==> src/hw/rtl/fdbh_pkg.sv <==
package fdbh_pkg;

  // hash constants
  localparam logic [31:0] FnvBasis  = 32'd2166136261;
  localparam logic [31:0] FnvPrime  = 32'd16777619;
  localparam logic [7:0]  StringMul = 8'hff;

  // queue between front and back
  localparam int unsigned QueueDepthDefault = 2;

  // register map
  localparam int unsigned AddrW          = 3;
  localparam logic [AddrW-1:0] AddrStringMode = 3'd0;

  // one classified beat as it travels from front to back
  typedef struct packed {
    logic [15:0] operand;
    logic        has_byte;
    logic        last;
  } item_t;

  // back engine status toward the top level
  typedef struct packed {
    logic finalizing;
    logic pop;
  } bk_status_t;

  // one fnv-1a step: xor, then multiply by the prime mod 2^32
  // prime = 2^24 + 403, and 403 = 256 + 128 + 16 + 2 + 1
  function automatic logic [31:0] fdbh_absorb(logic [31:0] h, logic [15:0] op);
    logic [31:0] x;
    x = h ^ {16'd0, op};
    return (x << 24) + (x << 8) + (x << 7) + (x << 4) + (x << 1) + x;
  endfunction

endpackage

==> src/hw/rtl/fdbh_queue.sv <==
module fdbh_queue
  import fdbh_pkg::*;
#(
  parameter int unsigned Depth = QueueDepthDefault
) (
  input  logic  clk_i,
  input  logic  rst_ni,
  input  logic  push_i,
  input  item_t push_item_i,
  output logic  full_o,
  input  logic  pop_i,
  output item_t pop_item_o,
  output logic  valid_o
);

  localparam int unsigned PtrW = (Depth > 1) ? $clog2(Depth) : 1;
  localparam int unsigned CntW = $clog2(Depth + 1);

  item_t            mem_q [Depth];
  logic [PtrW-1:0]  wr_ptr_q, rd_ptr_q;
  logic [CntW-1:0]  count_q;
  logic             do_push, do_pop;

  assign full_o     = (count_q == CntW'(Depth));
  assign valid_o    = (count_q != '0);
  assign pop_item_o = mem_q[rd_ptr_q];
  assign do_push    = push_i && !full_o;
  assign do_pop     = pop_i && valid_o;

  // storage
  always_ff @(posedge clk_i) begin
    if (do_push) begin
      mem_q[wr_ptr_q] <= push_item_i;
    end
  end

  // pointers and fill count
  always_ff @(posedge clk_i or negedge rst_ni) begin
    if (!rst_ni) begin
      wr_ptr_q <= '0;
      rd_ptr_q <= '0;
      count_q  <= '0;
    end else begin
      if (do_push) begin
        wr_ptr_q <= (wr_ptr_q == PtrW'(Depth - 1)) ? '0 : wr_ptr_q + 1'b1;
      end
      if (do_pop) begin
        rd_ptr_q <= (rd_ptr_q == PtrW'(Depth - 1)) ? '0 : rd_ptr_q + 1'b1;
      end
      if (do_push && !do_pop) begin
        count_q <= count_q + 1'b1;
      end else if (!do_push && do_pop) begin
        count_q <= count_q - 1'b1;
      end
    end
  end

endmodule

==> src/hw/rtl/fdbh_front.sv <==
module fdbh_front
  import fdbh_pkg::*;
(
  input  logic       item_valid_i,
  output logic       item_stall_o,
  input  logic [7:0] data_byte_i,
  input  logic       has_byte_i,
  input  logic       last_i,
  input  logic       string_mode_i,
  input  logic       queue_full_i,
  output logic       push_o,
  output item_t      push_item_o
);

  logic [15:0] scaled;

  // byte times 255 is (byte << 8) - byte
  assign scaled = {data_byte_i, 8'd0} - {8'd0, data_byte_i};

  // classify the beat and hand it to the queue
  assign item_stall_o          = queue_full_i;
  assign push_o                = item_valid_i && !queue_full_i;
  assign push_item_o.operand   = string_mode_i ? scaled : {8'd0, data_byte_i};
  assign push_item_o.has_byte  = has_byte_i;
  assign push_item_o.last      = last_i;

endmodule

==> src/hw/rtl/fdbh_back.sv <==
module fdbh_back
  import fdbh_pkg::*;
(
  input  logic        clk_i,
  input  logic        rst_ni,
  input  logic        q_valid_i,
  input  item_t       q_item_i,
  output logic        q_pop_o,
  output logic        hash_valid_o,
  input  logic        hash_stall_i,
  output logic [31:0] hash_value_o,
  output bk_status_t  status_o
);

  typedef enum logic {
    StAbsorb,
    StFinal
  } state_e;

  state_e      state_q;
  logic [31:0] hash_q, first_q, fin_q, out_hash_q;
  logic [1:0]  cnt_q;
  logic        out_valid_q;
  logic        out_free;
  logic        out_load;
  logic [31:0] abs_hash, fin_step;
  logic [7:0]  fin_byte;

  assign out_free = !out_valid_q || !hash_stall_i;
  assign out_load = (state_q == StFinal) && (cnt_q == 2'd3) && out_free;
  assign q_pop_o  = (state_q == StAbsorb) && q_valid_i;

  // first pass step on the queued beat
  assign abs_hash = q_item_i.has_byte ? fdbh_absorb(hash_q, q_item_i.operand) : hash_q;

  // second pass step, least significant byte first
  assign fin_byte = 8'(first_q >> {cnt_q, 3'b000});
  assign fin_step = fdbh_absorb(fin_q, {8'd0, fin_byte});

  assign hash_valid_o        = out_valid_q;
  assign hash_value_o        = out_hash_q;
  assign status_o.finalizing = (state_q == StFinal);
  assign status_o.pop        = q_pop_o;

  // sequencer, running value and output register
  always_ff @(posedge clk_i or negedge rst_ni) begin
    if (!rst_ni) begin
      state_q     <= StAbsorb;
      hash_q      <= FnvBasis;
      first_q     <= '0;
      fin_q       <= FnvBasis;
      cnt_q       <= '0;
      out_valid_q <= 1'b0;
      out_hash_q  <= '0;
    end else begin
      if (out_load) begin
        out_valid_q <= 1'b1;
      end else if (!hash_stall_i) begin
        out_valid_q <= 1'b0;
      end
      case (state_q)
        StAbsorb: begin
          if (q_valid_i) begin
            if (q_item_i.last) begin
              first_q <= abs_hash;
              hash_q  <= FnvBasis;
              fin_q   <= FnvBasis;
              cnt_q   <= '0;
              state_q <= StFinal;
            end else begin
              hash_q <= abs_hash;
            end
          end
        end
        StFinal: begin
          if (cnt_q != 2'd3) begin
            fin_q <= fin_step;
            cnt_q <= cnt_q + 1'b1;
          end else if (out_free) begin
            out_hash_q  <= fin_step;
            state_q     <= StAbsorb;
          end
        end
        default: begin
          state_q <= StAbsorb;
        end
      endcase
    end
  end

endmodule

==> src/hw/rtl/fnv1a_double_byte_hash.sv <==
// Double-pass FNV-1a 32-bit hash. Message bytes arrive one beat at a time and
// are folded into a 32-bit running value that starts at the offset basis; with
// string_mode set each byte is scaled by 255 first. A beat may carry no byte,
// and the beat marked last closes the message: its byte (if any) is absorbed,
// the four bytes of the running value are hashed again with plain FNV-1a, the
// result appears on hash_value_o and the running value returns to the basis.
// Throughput is one beat per cycle while the back engine absorbs; after a last
// beat it runs the second pass, one byte a cycle, the last byte once the result
// register is free. A queue of QueueDepth beats between the input side and the
// engine takes input beats until it fills while the engine finishes a message
// or waits on a stalled result. string_mode is sampled as each beat enters.
module fnv1a_double_byte_hash
  import fdbh_pkg::*;
#(
  parameter int unsigned QueueDepth = QueueDepthDefault
) (
  input  logic             clk_i,
  input  logic             rst_ni,
  // configuration port
  input  logic             psel,
  input  logic             penable,
  input  logic             pwrite,
  input  logic [AddrW-1:0] paddr,
  input  logic [31:0]      pwdata,
  output logic [31:0]      prdata,
  output logic             pready,
  // input beats
  input  logic             item_valid_i,
  output logic             item_stall_o,
  input  logic [7:0]       data_byte_i,
  input  logic             has_byte_i,
  input  logic             last_i,
  // result beats
  output logic             hash_valid_o,
  input  logic             hash_stall_i,
  output logic [31:0]      hash_value_o
);

  logic       string_mode_q;
  logic       push, q_full, q_valid, q_pop;
  item_t      push_item, q_item;
  bk_status_t bk_status;

  // configuration register
  assign pready = 1'b1;
  assign prdata = (paddr == AddrStringMode) ? {31'd0, string_mode_q} : 32'd0;

  always_ff @(posedge clk_i or negedge rst_ni) begin
    if (!rst_ni) begin
      string_mode_q <= 1'b0;
    end else if (psel && penable && pwrite && (paddr == AddrStringMode)) begin
      string_mode_q <= pwdata[0];
    end
  end

  // input side
  fdbh_front u_front (
    .item_valid_i  (item_valid_i),
    .item_stall_o  (item_stall_o),
    .data_byte_i   (data_byte_i),
    .has_byte_i    (has_byte_i),
    .last_i        (last_i),
    .string_mode_i (string_mode_q),
    .queue_full_i  (q_full),
    .push_o        (push),
    .push_item_o   (push_item)
  );

  // beat queue
  fdbh_queue #(
    .Depth (QueueDepth)
  ) u_queue (
    .clk_i       (clk_i),
    .rst_ni      (rst_ni),
    .push_i      (push),
    .push_item_i (push_item),
    .full_o      (q_full),
    .pop_i       (q_pop),
    .pop_item_o  (q_item),
    .valid_o     (q_valid)
  );

  // hash engine
  fdbh_back u_back (
    .clk_i        (clk_i),
    .rst_ni       (rst_ni),
    .q_valid_i    (q_valid),
    .q_item_i     (q_item),
    .q_pop_o      (q_pop),
    .hash_valid_o (hash_valid_o),
    .hash_stall_i (hash_stall_i),
    .hash_value_o (hash_value_o),
    .status_o     (bk_status)
  );

  // engine never pops while running the second pass
  assert property (@(posedge clk_i) disable iff (!rst_ni)
    bk_status.finalizing |-> !bk_status.pop)
    else $error("queue popped during second pass");

  // engine never pops an empty queue
  assert property (@(posedge clk_i) disable iff (!rst_ni)
    bk_status.pop |-> q_valid)
    else $error("pop from empty queue");

  // a result only appears at the end of the second pass
  assert property (@(posedge clk_i) disable iff (!rst_ni)
    $rose(hash_valid_o) |-> $past(bk_status.finalizing))
    else $error("result without second pass");

endmodule

==> config.mk <==
export PLATFORM = sky130hd
export DESIGN_NAME = fnv1a_double_byte_hash
export DESIGN_NICKNAME = d
export VERILOG_FILES = /design/src/hw/rtl/fdbh_pkg.sv /design/src/hw/rtl/fdbh_queue.sv /design/src/hw/rtl/fdbh_front.sv /design/src/hw/rtl/fdbh_back.sv /design/src/hw/rtl/fnv1a_double_byte_hash.sv
export SDC_FILE = /design/constraint.sdc
export NUM_CORES = 1
export LEC_CHECK = 0
export BUFFER_PORTS_ARGS = -buffer_cell sky130_fd_sc_hd__buf_2
export CAP_MARGIN = 20
export CORE_MARGIN = 2
export CORE_UTILIZATION = 35
export DETAILED_ROUTE_END_ITERATION = 8
export GPL_TIMING_DRIVEN = 0
export PLACE_DENSITY = 0.5
export SLEW_MARGIN = 15
export SYNTH_ARGS = -nofsm -noshare
export SYNTH_HDL_FRONTEND = slang
export SYNTH_HIERARCHICAL = 1
export SYNTH_SLANG_ARGS = --single-unit
==> constraint.sdc <==
create_clock -name clk_i -period 6.5 [get_ports clk_i]
set_clock_uncertainty 0.1 [all_clocks]
set_input_delay 1.3 -clock clk_i [delete_from_list [all_inputs] [get_ports clk_i]]
set_output_delay 1.3 -clock clk_i [all_outputs]
set_load 0.05 [all_outputs]
# [Word level (Yosys, flattened, before mapping)]
# Memories as Yosys holds them, arrays and structs flattened.
# Index checks and enable logic that the tools add are counted.
[word_totals] memories=1 regBits=137 input_bits=52 elab_cells=89 ramBits=36
[memory_table] memory="u_queue.mem_q" words=2 word_bits=18 read_ports=1 rd_clocked_by_memory_dff=0 write_ports=1 line_no="fdbh_queue.sv:19" rtl="item_t mem_q [Depth];"
[op_classes] bitwise_logic=4 n_reduce_logical=24 muxes=25 n_addsub=16 n_eq_ne=7 shifts=1
[op_table] op="$add 32x32->32" count=10
[op_table] op="$mux 32" count=5
[op_table] op="$pmux 32 s2" count=1
[op_table] op="$shr 32x5->8" count=1
[op_table] op="$xor 32x16->32" count=1
[op_table] op="$xor 32x8->32" count=1
[op_table] op="$mux 16" count=1
[op_table] op="$sub 16x8->16" count=1
[op_table] op="$logic_and 1x1->1" count=11
[op_table] op="$mux 1" count=11
[op_table] op="$mux 2" count=5
[op_table] op="$reduce_and 3->1" count=3
[op_table] op="$ne 2x2->1 const B" count=3
[op_table] op="$logic_not 1->1" count=5
[op_table] op="$add 2x1->2 const B" count=2
[op_table] op="$eq 2x2->1 const B" count=2
[op_table] op="$ne 2x1->1 const B" count=2
[op_table] op="$pmux 2 s2" count=1
[op_table] op="$reduce_bool 2->1" count=2
[op_table] op="$logic_not 3->1" count=1
[op_table] op="$add 1x1->1 const B" count=2
[op_table] op="$not 1->1" count=2
[op_table] op="$pmux 1 s2" count=1
[op_table] op="$reduce_and 2->1" count=1
[op_table] op="other kinds (2)" count=2

# [Depth between registers and ports, before layout]
# Gate-level depths: netlist of run 1.
[logic_depth] ltp_word=9 depth_mapped=21

# [Cells and area by module]
# Netlist of run 1, hierarchy kept.
[modules_own_cells] mod="fdbh_back" n_inst=1 area_each_um2=13604.3 seq_area_each_um2=3338.2 cells_per_inst=1431
[modules_own_cells] mod="fdbh_queue" n_inst=1 area_each_um2=1549.0 seq_area_each_um2=1181.1 cells_per_inst=75
[modules_own_cells] mod="fdbh_front" n_inst=1 area_each_um2=420.4 seq_area_each_um2=0.0 cells_per_inst=58
[modules_own_cells] mod="fnv1a_double_byte_hash" n_inst=1 area_each_um2=307.8 seq_area_each_um2=25.0 cells_per_inst=39

# [Worst setup path before layout of run 1]
# No wires, ideal clock.
[synth_path] kind="register to register" startpoint="reg u_back.cnt_q[0]" endpoint="reg u_back.out_hash_q[31], in the netlist u_back/hash_value_o[31]" t_required_ps=6267 stages_incl_launch_ff=18 n_path_buf=1 period_less_slack_ps=5295 arrival_ps=5063 path_slack_ps=1205 path_cell_list="dfrtp_1 > buf_6 > mux4_1 > xor2_1 > fa_1 > inv_1 > fa_1 > fa_1 > inv_1 > ha_1 > o21ai_1 > a21oi_2 > nand4_1 > a211o_1 > a2111o_1 > a311oi_2 > o21a_1 > o31ai_2"
[synth_via] elab_chain_len=7 word_cells_on_any_way=10
[synth_rtl] item="start: declaration" line_no="fdbh_back.sv:22" rtl="logic [1:0] cnt_q;"
[synth_rtl] item="start signal: assignment" line_no="fdbh_back.sv:78" rtl="cnt_q <= cnt_q + 1'b1;"
[synth_rtl] item="$shr 32x5->8" line_no="fdbh_back.sv:37" rtl="assign fin_byte = 8'(first_q >> {cnt_q, 3'b000});"
[synth_rtl] item="$xor 32x8->32" line_no="fdbh_pkg.sv:32" rtl="x = h ^ {16'd0, op};"
[synth_rtl] item="$add 32x32->32 (5 in a row)" line_no="fdbh_pkg.sv:33" rtl="return (x << 24) + (x << 8) + (x << 7) + (x << 4) + (x << 1) + x;"
[synth_rtl] item="end signal: assignment" line_no="fdbh_back.sv:80" rtl="out_hash_q <= fin_step;"
[synth_rtl] item="end: declaration" line_no="fdbh_back.sv:21" rtl="logic [31:0] hash_q, first_q, fin_q, out_hash_q;"
# Several ways; a longest one is shown, not always the timed one.
# A chain may end at the register's enable or synchronous reset.

==> results.yml, run 1 <==
setup_path:
  worstSetupStartpointType: "flop"
  critPathMaxStageDelay_ns: 0.61
  critPathRequiredTime_ns: 6.75
  worstSetupPathType: "reg2reg"
  cpMostUsedCell: "inv_1"
  r2r_cells: 20
  r2r_start: "u_queue/rd_ptr_q"
  reg2reg_slack_ns: 0.24
  endpoint_kind: "flop"
  cpMaxStageDelayCell: "xor2_2"
  reg2reg_to: "u_back/hash_q[31]"
  crit_fanout: 10
  crit_chain: "buf_6 > buf_12 > mux2_4 > xor2_2 > inv_1 > fa_1 > inv_1 > fa_1 > inv_1 > fa_1 > inv_1 > ha_1 > buf_2 > a21oi_1 > o21ai_0 > a2111oi_2 > a21oi_1 > a31o_1 > a311oi_2 > a21oi_1"
  arrival_ns: 6.51
floorplan:
  die_w_um: 217
  pin_count: 119
  start_util_pct: 35.2
  chipHeight_um: 217
  core_area_mm2: 0.0451
  dieArea_mm2: 0.0471
  num_rows: 78
timing:
  fmax_ghz: 0.160
  maxSlewViolCount: 0
  slew_headroom_pct: 28.1
  post-route-period-util_pct: 96.3
  fin_crit_ns: 6.26
  hold_violations: 0
  rsz0062_at_grt: "no"
  tightest_slew_ns: 1.07
  setup-tns-final_ns: 0
  finalSetupViolations: 0
worst_hold_path:
  min-delay-start: "u_back/hash_value_o[6]"
  hold_depth: 2
  hold_path_end: "u_back/hash_value_o[6]"
  min_path_type: "reg2reg"
job:
  drv_cap: 0
logic_synthesis:
  synthCells: 1601
  yosysWarnings: 6
  syn-mean-instance-area_um2: 9.91
  netlist_area_mm2: 0.0159
finish:
  antenna_cells: 0
  syn2layout_area_growth_pct: 11.2
  drive_above_1_share_pct: 13.1
  nNetsFinal: 2024
status:
  outcome: "finished clean"
clocking:
  cts.path.max_buffers: 2
  clock_sinks: 173
  cts_inserted_buffers: 17
  h-tree-depth: 4
  cts_tree: "done"
  path_clk_slew_ns: 0.08
  clkLatencyLatePin_ns: 0.46
  clock-root-buffer: "clkbuf_16"
place:
  dp_hpwl_mm: 34.3
  port_buffers: 51
  place.gp.congestion: 0.841
global_route:
  grt_pass1_vias: 11800
  grt_max_degree: 83
  antenna_found_initial: 0
  track_usage_pct: 18.9
  gr-total-overflow: 0
  grt_first_pass_wirelength_mm: 67.5
route:
  via_per_inst: 4.89
  routed_wirelength_mm: 42.6
  routed-via-count: 11300
  post-route-drc-count: 0
  drtAntennaViolNets: 0
  dr.pass1.iters: 6
  drt_iter0_markers: 658
  routedWlPerCell_um: 18.4
-- what timing repair did --
item                                    in CTS  in global routing
gates resized for setup                      0                  3
buffers inserted                             0                  0
hold buffers                                 0                  0
endpoints found under the setup margin       0                  7
-- flip-flops by register name (all words and copies together), names as in the netlist --
| name | count |
|---|---|
| string_mode_q | 1 |
| u_queue/wr_ptr_q | 1 |
| u_queue/mem_q | 36 |
| u_queue/count_q | 2 |
| u_back/first_q | 32 |
| u_back/hash_value_o | 32 |
| u_back/hash_q | 32 |
| u_back/fin_q | 32 |
| u_queue/rd_ptr_q | 1 |
| u_back/state_q | 1 |
| u_back/cnt_q | 2 |
| u_back/hash_valid_o | 1 |
-- per-stage QoR --
stage | instance area, um2 | setup WS, ns | instances | utilization, % | hold WS [ns]
after floorplan | 16000 | 1.20 | 1631 | - | 0.342
after global placement | 17000 | 0.315 | 2282 | 37.7 | 0.358
after detailed placement | 17000 | 0.295 | 2284 | 37.8 | 0.362
after CTS | 17600 | 0.247 | 2316 | 39.1 | 0.379
after global routing | 17600 | 0.0203 | 2316 | 39.1 | 0.404
final | 17600 | 0.243 | 2316 | 39.1 | 0.376
-- routing by layer --
metal  vias up  wire length, um  GRT usage (%)
li1       5479                -              -
met1      5619            19400           24.6
met2       181            21100           32.8
met3        47             1150           2.64
met4         0              979           5.25
met5         -                0              0
-- critical path: cells and delay by family (launching register included) --
| kind | cells | cell delay [ns] |
|---|---|---|
| mux | 1 | 0.32 |
| xor+xnor | 1 | 0.61 |
| fa+ha+maj | 4 | 1.81 |
| flops | 1 | 0.38 |
| compound gates | 7 | 2.04 |
| buf+inv | 7 | 0.86 |
-- area by class of cell --
type                       instances  area (um2)
timing repair buffer              53         308
inverter                         268        1010
buffer                            84         497
fill                            4588       27400
sequential                       173        4540
multi-input combinational       1106        9960
clock inverter                    14         151
clock buffer                      18         429
tap                              600         751
-- layout by cell type, fill, tap and decap left out, types with 30 or more instances in the layout --
cell type and count:
nand3_1 30, clkbuf_1 37, nor2_1 45, a21o_1 30
nand2_1 114, edfxtp_1 36, inv_1 267, fa_1 141
ha_1 128, buf_4 36, dfrtp_1 109, conb_1 32
o21ai_0 125, buf_2 55, a21oi_1 74, xor2_1 45
xnor2_1 63
-- how the worst max path moves through the flow --
stage / start / to / cells past startpoint
floorplan: u_back/cnt_q[0] / u_back/hash_value_o[31] / 17
global placement: u_queue/rd_ptr_q / u_back/hash_q[31] / 20
detailed placement: u_queue/rd_ptr_q / u_back/hash_q[31] / 20
CTS: u_queue/rd_ptr_q / u_back/hash_q[31] / 20
global route: u_back/cnt_q[0] / u_back/fin_q[29] / 18
finish: u_queue/rd_ptr_q / u_back/hash_q[31] / 20
Power of run 1 is left out: the tool's default activity adds up to more than one toggle a clock period on the data nets, which glitch-free logic cannot reach.
==> inputs of run 2 (changes only) <==
- CELL_PAD_IN_SITES_DETAIL_PLACEMENT: default -> 0
- CELL_PAD_IN_SITES_GLOBAL_PLACEMENT: default -> 1
- PLACE_DENSITY: 0.5 -> 0.61
==> results.yml, run 2 (synthesized netlist as in run 1, its figures left out) <==
route:
  routed_wirelength_mm: 42.7
  wl_met3_mm: 1.23
  drtAntennaViolNets: 0
  routed-via-count: 11400
  routed.top_layer: "met4"
  wl_met1_mm: 19.6
  via_per_inst: 4.90
  route.met2.wl_mm: 21.2
  dr.pass1.iters: 5
  post-route-drc-count: 0
  drt_iter0_markers: 600
  routedWlPerCell_um: 18.4
clocking:
  cts_inserted_buffers: 17
  h-tree-depth: 4
  cts.path.max_buffers: 2
  path_clk_slew_ns: 0.07
  cts_tree: "done"
  clock_sinks: 173
  clock-root-buffer: "clkbuf_16"
  clkLatencyLatePin_ns: 0.44
floorplan:
  pin_count: 119
  dieArea_mm2: 0.0471
  start_util_pct: 35.2
  num_rows: 78
  die_w_um: 217
  core_area_mm2: 0.0451
  chipHeight_um: 217
setup_path:
  r2r_cells: 21
  worstSetupStartpointType: "flop"
  reg2reg_slack_ns: 0.30
  reg2reg_to: "u_back/first_q[30]"
  critPathRequiredTime_ns: 6.77
  worstSetupPathType: "reg2reg"
  crit_path_start: "u_queue/rd_ptr_q"
  arrival_ns: 6.47
  r2r_start: "u_queue/rd_ptr_q"
  endpoint_kind: "flop"
  endpoint: "u_back/first_q[30]"
  crit_fanout: 10
finish:
  largest_reg_flops: 36
  drive_above_1_share_pct: 13.1
  top_register: "u_queue/mem_q"
  antenna_cells: 0
  syn2layout_area_growth_pct: 11.4
  nNetsFinal: 2025
  layout_commonest_cell: "inv_1"
  final_cell_mix: "inv_1 (267), fa_1 (141), ha_1 (128)"
place:
  dp_hpwl_mm: 34.6
  port_buffers: 51
  place.gp.congestion: 0.836
timing:
  slew_headroom_pct: 38.4
  rsz0062_at_grt: "no"
  tightest_slew_ns: 0.924
  finalSetupViolations: 0
  hold_violations: 0
  post-route-period-util_pct: 95.4
  maxSlewViolCount: 0
  fmax_ghz: 0.161
  setup-tns-final_ns: 0
  fin_crit_ns: 6.20
worst_hold_path:
  min-delay-start: "u_back/hash_value_o[26]"
  hold_depth: 2
  min_path_type: "reg2reg"
global_route:
  gr-total-overflow: 0
  track_usage_pct: 18.9
  grt_pass1_vias: 11700
  antenna_found_initial: 0
  grt_first_pass_wirelength_mm: 67.7
  grt_max_degree: 83
status:
  outcome: "finished clean"
job:
  drv_cap: 0
## run 2: worst min path at each step
stage	slack [ns]	endpoint
5_1_grt	0.40	u_back/hash_value_o[22]
3_5_place_dp	0.37	u_back/hash_value_o[16]
3_3_place_gp	0.36	u_back/first_q[13]
4_1_cts	0.38	u_back/hash_value_o[22]
2_1_floorplan	0.34	u_back/first_q[10]
6_report	0.37	u_back/hash_value_o[26]
## run 2: per-stage QoR
| stage | util, % | setup slack (ns) | std cells | cell area (um2) | hold slack (ns) |
|---|---|---|---|---|---|
| 2_1_floorplan | - | 1.20 | 1631 | 16000 | 0.342 |
| 3_3_place_gp | 37.7 | 0.279 | 2282 | 17000 | 0.358 |
| 3_5_place_dp | 37.8 | 0.283 | 2285 | 17000 | 0.365 |
| 4_1_cts | 39.2 | 0.237 | 2317 | 17700 | 0.382 |
| 5_1_grt | 39.2 | 0.00781 | 2317 | 17700 | 0.399 |
| 6_report | 39.2 | 0.301 | 2317 | 17700 | 0.374 |
## run 2: final cells by class
class                      instances  area (um2)
sequential                       173        4540
inverter                         268        1010
buffer                            84         497
tap                              600         751
multi-input combinational       1106        9960
clock inverter                    13         155
timing repair buffer              54         315
fill                            4573       27400
clock buffer                      19         454
## run 2: timing repair
action                     in CTS  in global routing
hold buffers                    0                  0
resized for setup               0                  3
setup buffers                   0                  0
setup endpoints to repair       0                 16
## run 2: critical path, cell delays in order (launching register included)
cell	delay (ns)
dfrtp_1	0.37
buf_6	0.15
buf_12	0.15
mux2_4	0.31
xor2_2	0.58
inv_1	0.22
fa_1	0.53
inv_1	0.05
fa_1	0.50
inv_1	0.05
fa_1	0.51
inv_1	0.05
ha_1	0.26
buf_2	0.17
and4_1	0.26
and4_1	0.24
o2111a_1	0.28
o31ai_1	0.11
a31oi_1	0.50
o41ai_2	0.17
or4b_1	0.48
nand3_1	0.08
## run 2: layer usage
metal	vias up	track usage [%]
met5	-	0
met4	0	4.36
met3	32	2.15
met2	170	32.7
met1	5667	25.2
li1	5490	-
Power of run 2 is left out for the same reason.
==> inputs of run 3 (changes only) <==
- ABC_AREA: default -> 0
- RECOVER_POWER: default -> 100
==> results.yml, run 3 (synthesized netlist as in run 1, its figures left out) <==
timing:
  whs_ns: 0.378
  fin_crit_ns: 6.21
  finalSetupViolations: 0
  setup-tns-final_ns: 0
  tightest_slew_ns: 3.11
  maxSlewViolCount: 140
  post-route-period-util_pct: 95.6
  rsz0062_at_grt: "no"
  fmax_ghz: 0.161
  hold_violations: 0
  slew_headroom_pct: -107
setup_path:
  endpoint_kind: "flop"
  reg2reg_slack_ns: 0.29
  r2r_start: "u_queue/rd_ptr_q"
  arrival_ns: 6.43
  crit_fanout: 10
  critPathRequiredTime_ns: 6.71
  worstSetupPathType: "reg2reg"
  r2r_cells: 21
  reg2reg_to: "u_back/first_q[31]"
  worstSetupStartpointType: "flop"
place:
  port_buffers: 51
  post_dp_cell_area_mm2: 0.0170
  place.gp.congestion: 0.836
  dp_hpwl_mm: 34.6
finish:
  final_cell_mix: "inv_1 (267), fa_1 (141), o21ai_0 (129)"
  nNetsFinal: 2025
  fin_area_mm2: 0.0175
  syn2layout_area_growth_pct: 10.5
  drive_above_1_share_pct: 10.1
  layout_commonest_cell: "inv_1"
  largest_reg_flops: 36
  top_register: "u_queue/mem_q"
  antenna_cells: 0
worst_hold_path:
  min_path_type: "reg2reg"
  min-delay-start: "u_back/hash_value_o[26]"
  hold_depth: 2
  hold_path_end: "u_back/hash_value_o[26]"
route:
  routedWlPerCell_um: 18.4
  drt_iter0_markers: 613
  routed_wirelength_mm: 42.7
  drtAntennaViolNets: 0
  post-route-drc-count: 0
  via_per_inst: 4.89
  dr.pass1.iters: 5
  routed-via-count: 11300
status:
  outcome: "complete, but fails checks"
  violations: "max-capacitance violations, max-slew violations"
floorplan:
  pin_count: 119
  dieArea_mm2: 0.0471
  chipHeight_um: 217
  start_util_pct: 35.2
  num_rows: 78
  die_w_um: 217
  core_area_mm2: 0.0451
clocking:
  cts.path.max_buffers: 2
  h-tree-depth: 4
  cts_hold_buf: 0
  cts_tree: "done"
  cts_inserted_buffers: 17
  clock-root-buffer: "clkbuf_16"
  clock_sinks: 173
  path_clk_slew_ns: 0.07
  clkLatencyLatePin_ns: 0.44
global_route:
  antenna_found_initial: 0
  grt_pass1_vias: 11700
  track_usage_pct: 18.9
  grt_first_pass_wirelength_mm: 67.7
  gr-total-overflow: 0
  grt_max_degree: 83
job:
  drv_cap: 2
[run 3: worst max-delay path by stage]
| stage | from | end | slack (ns) | depth (start not counted) |
|---|---|---|---|---|
| after floorplan | u_back/cnt_q[0] | u_back/hash_value_o[31] | 1.20 | 17 |
| after global placement | u_queue/rd_ptr_q | u_back/first_q[31] | 0.28 | 20 |
| after detailed placement | u_queue/rd_ptr_q | u_back/first_q[30] | 0.28 | 20 |
| after CTS | u_queue/rd_ptr_q | u_back/first_q[30] | 0.24 | 20 |
| after global routing | u_queue/rd_ptr_q | u_back/first_q[31] | 0.005 | 21 |
| final | u_queue/rd_ptr_q | u_back/first_q[31] | 0.29 | 21 |
[run 3: critical path, stage by stage (launching register included)]
cell and delay (ns):
dfrtp_1 0.37, buf_6 0.15, buf_12 0.15, mux2_4 0.31
xor2_2 0.58, inv_1 0.22, fa_1 0.53, inv_1 0.05
fa_1 0.50, inv_1 0.05, fa_1 0.51, inv_1 0.05
ha_1 0.26, buf_2 0.17, and2_1 0.19, nand3_1 0.11
nor3_1 0.39, a2111oi_2 0.13, a21oi_1 0.53, a311oi_1 0.21
a311oi_2 0.40, o21ai_0 0.12
[run 3: metrics by stage]
step           setup WS [ns]  std cells  utilization (%)
6_report               0.287       2317             38.9
5_1_grt              0.00455       2317             38.9
4_1_cts                0.237       2317             39.2
3_5_place_dp           0.283       2285             37.8
3_3_place_gp           0.279       2282             37.7
2_1_floorplan           1.20       1631                -
[run 3: layer usage]
| layer | part of all wire [%] | global-route usage [%] | vias up | routed length, um |
|---|---|---|---|---|
| met5 | 0 | 0 | - | 0 |
| met4 | 1.7 | 4.36 | 0 | 706 |
| met3 | 2.8 | 2.15 | 33 | 1190 |
| met2 | 50 | 32.7 | 173 | 21300 |
| met1 | 46 | 25.2 | 5642 | 19500 |
| li1 | - | - | 5482 | - |
[run 3: layout make-up]
| class | instances | area, um2 |
|---|---|---|
| plain buffers | 84 | 493 |
| clock buffers | 19 | 454 |
| clock inverters | 13 | 155 |
| fillers | 4608 | 27600 |
| inverters | 268 | 1010 |
| multi-input cells | 1106 | 9910 |
| flip-flops and latches | 173 | 4540 |
| well taps | 600 | 751 |
| repair buffers | 54 | 223 |
[run 3: what timing repair did]
item                                    4_1_cts  5_1_grt
setup buffers                                 0        0
gates resized for setup                       0        3
endpoints found under the setup margin        0       16
Power of run 3 is left out for the same reason.
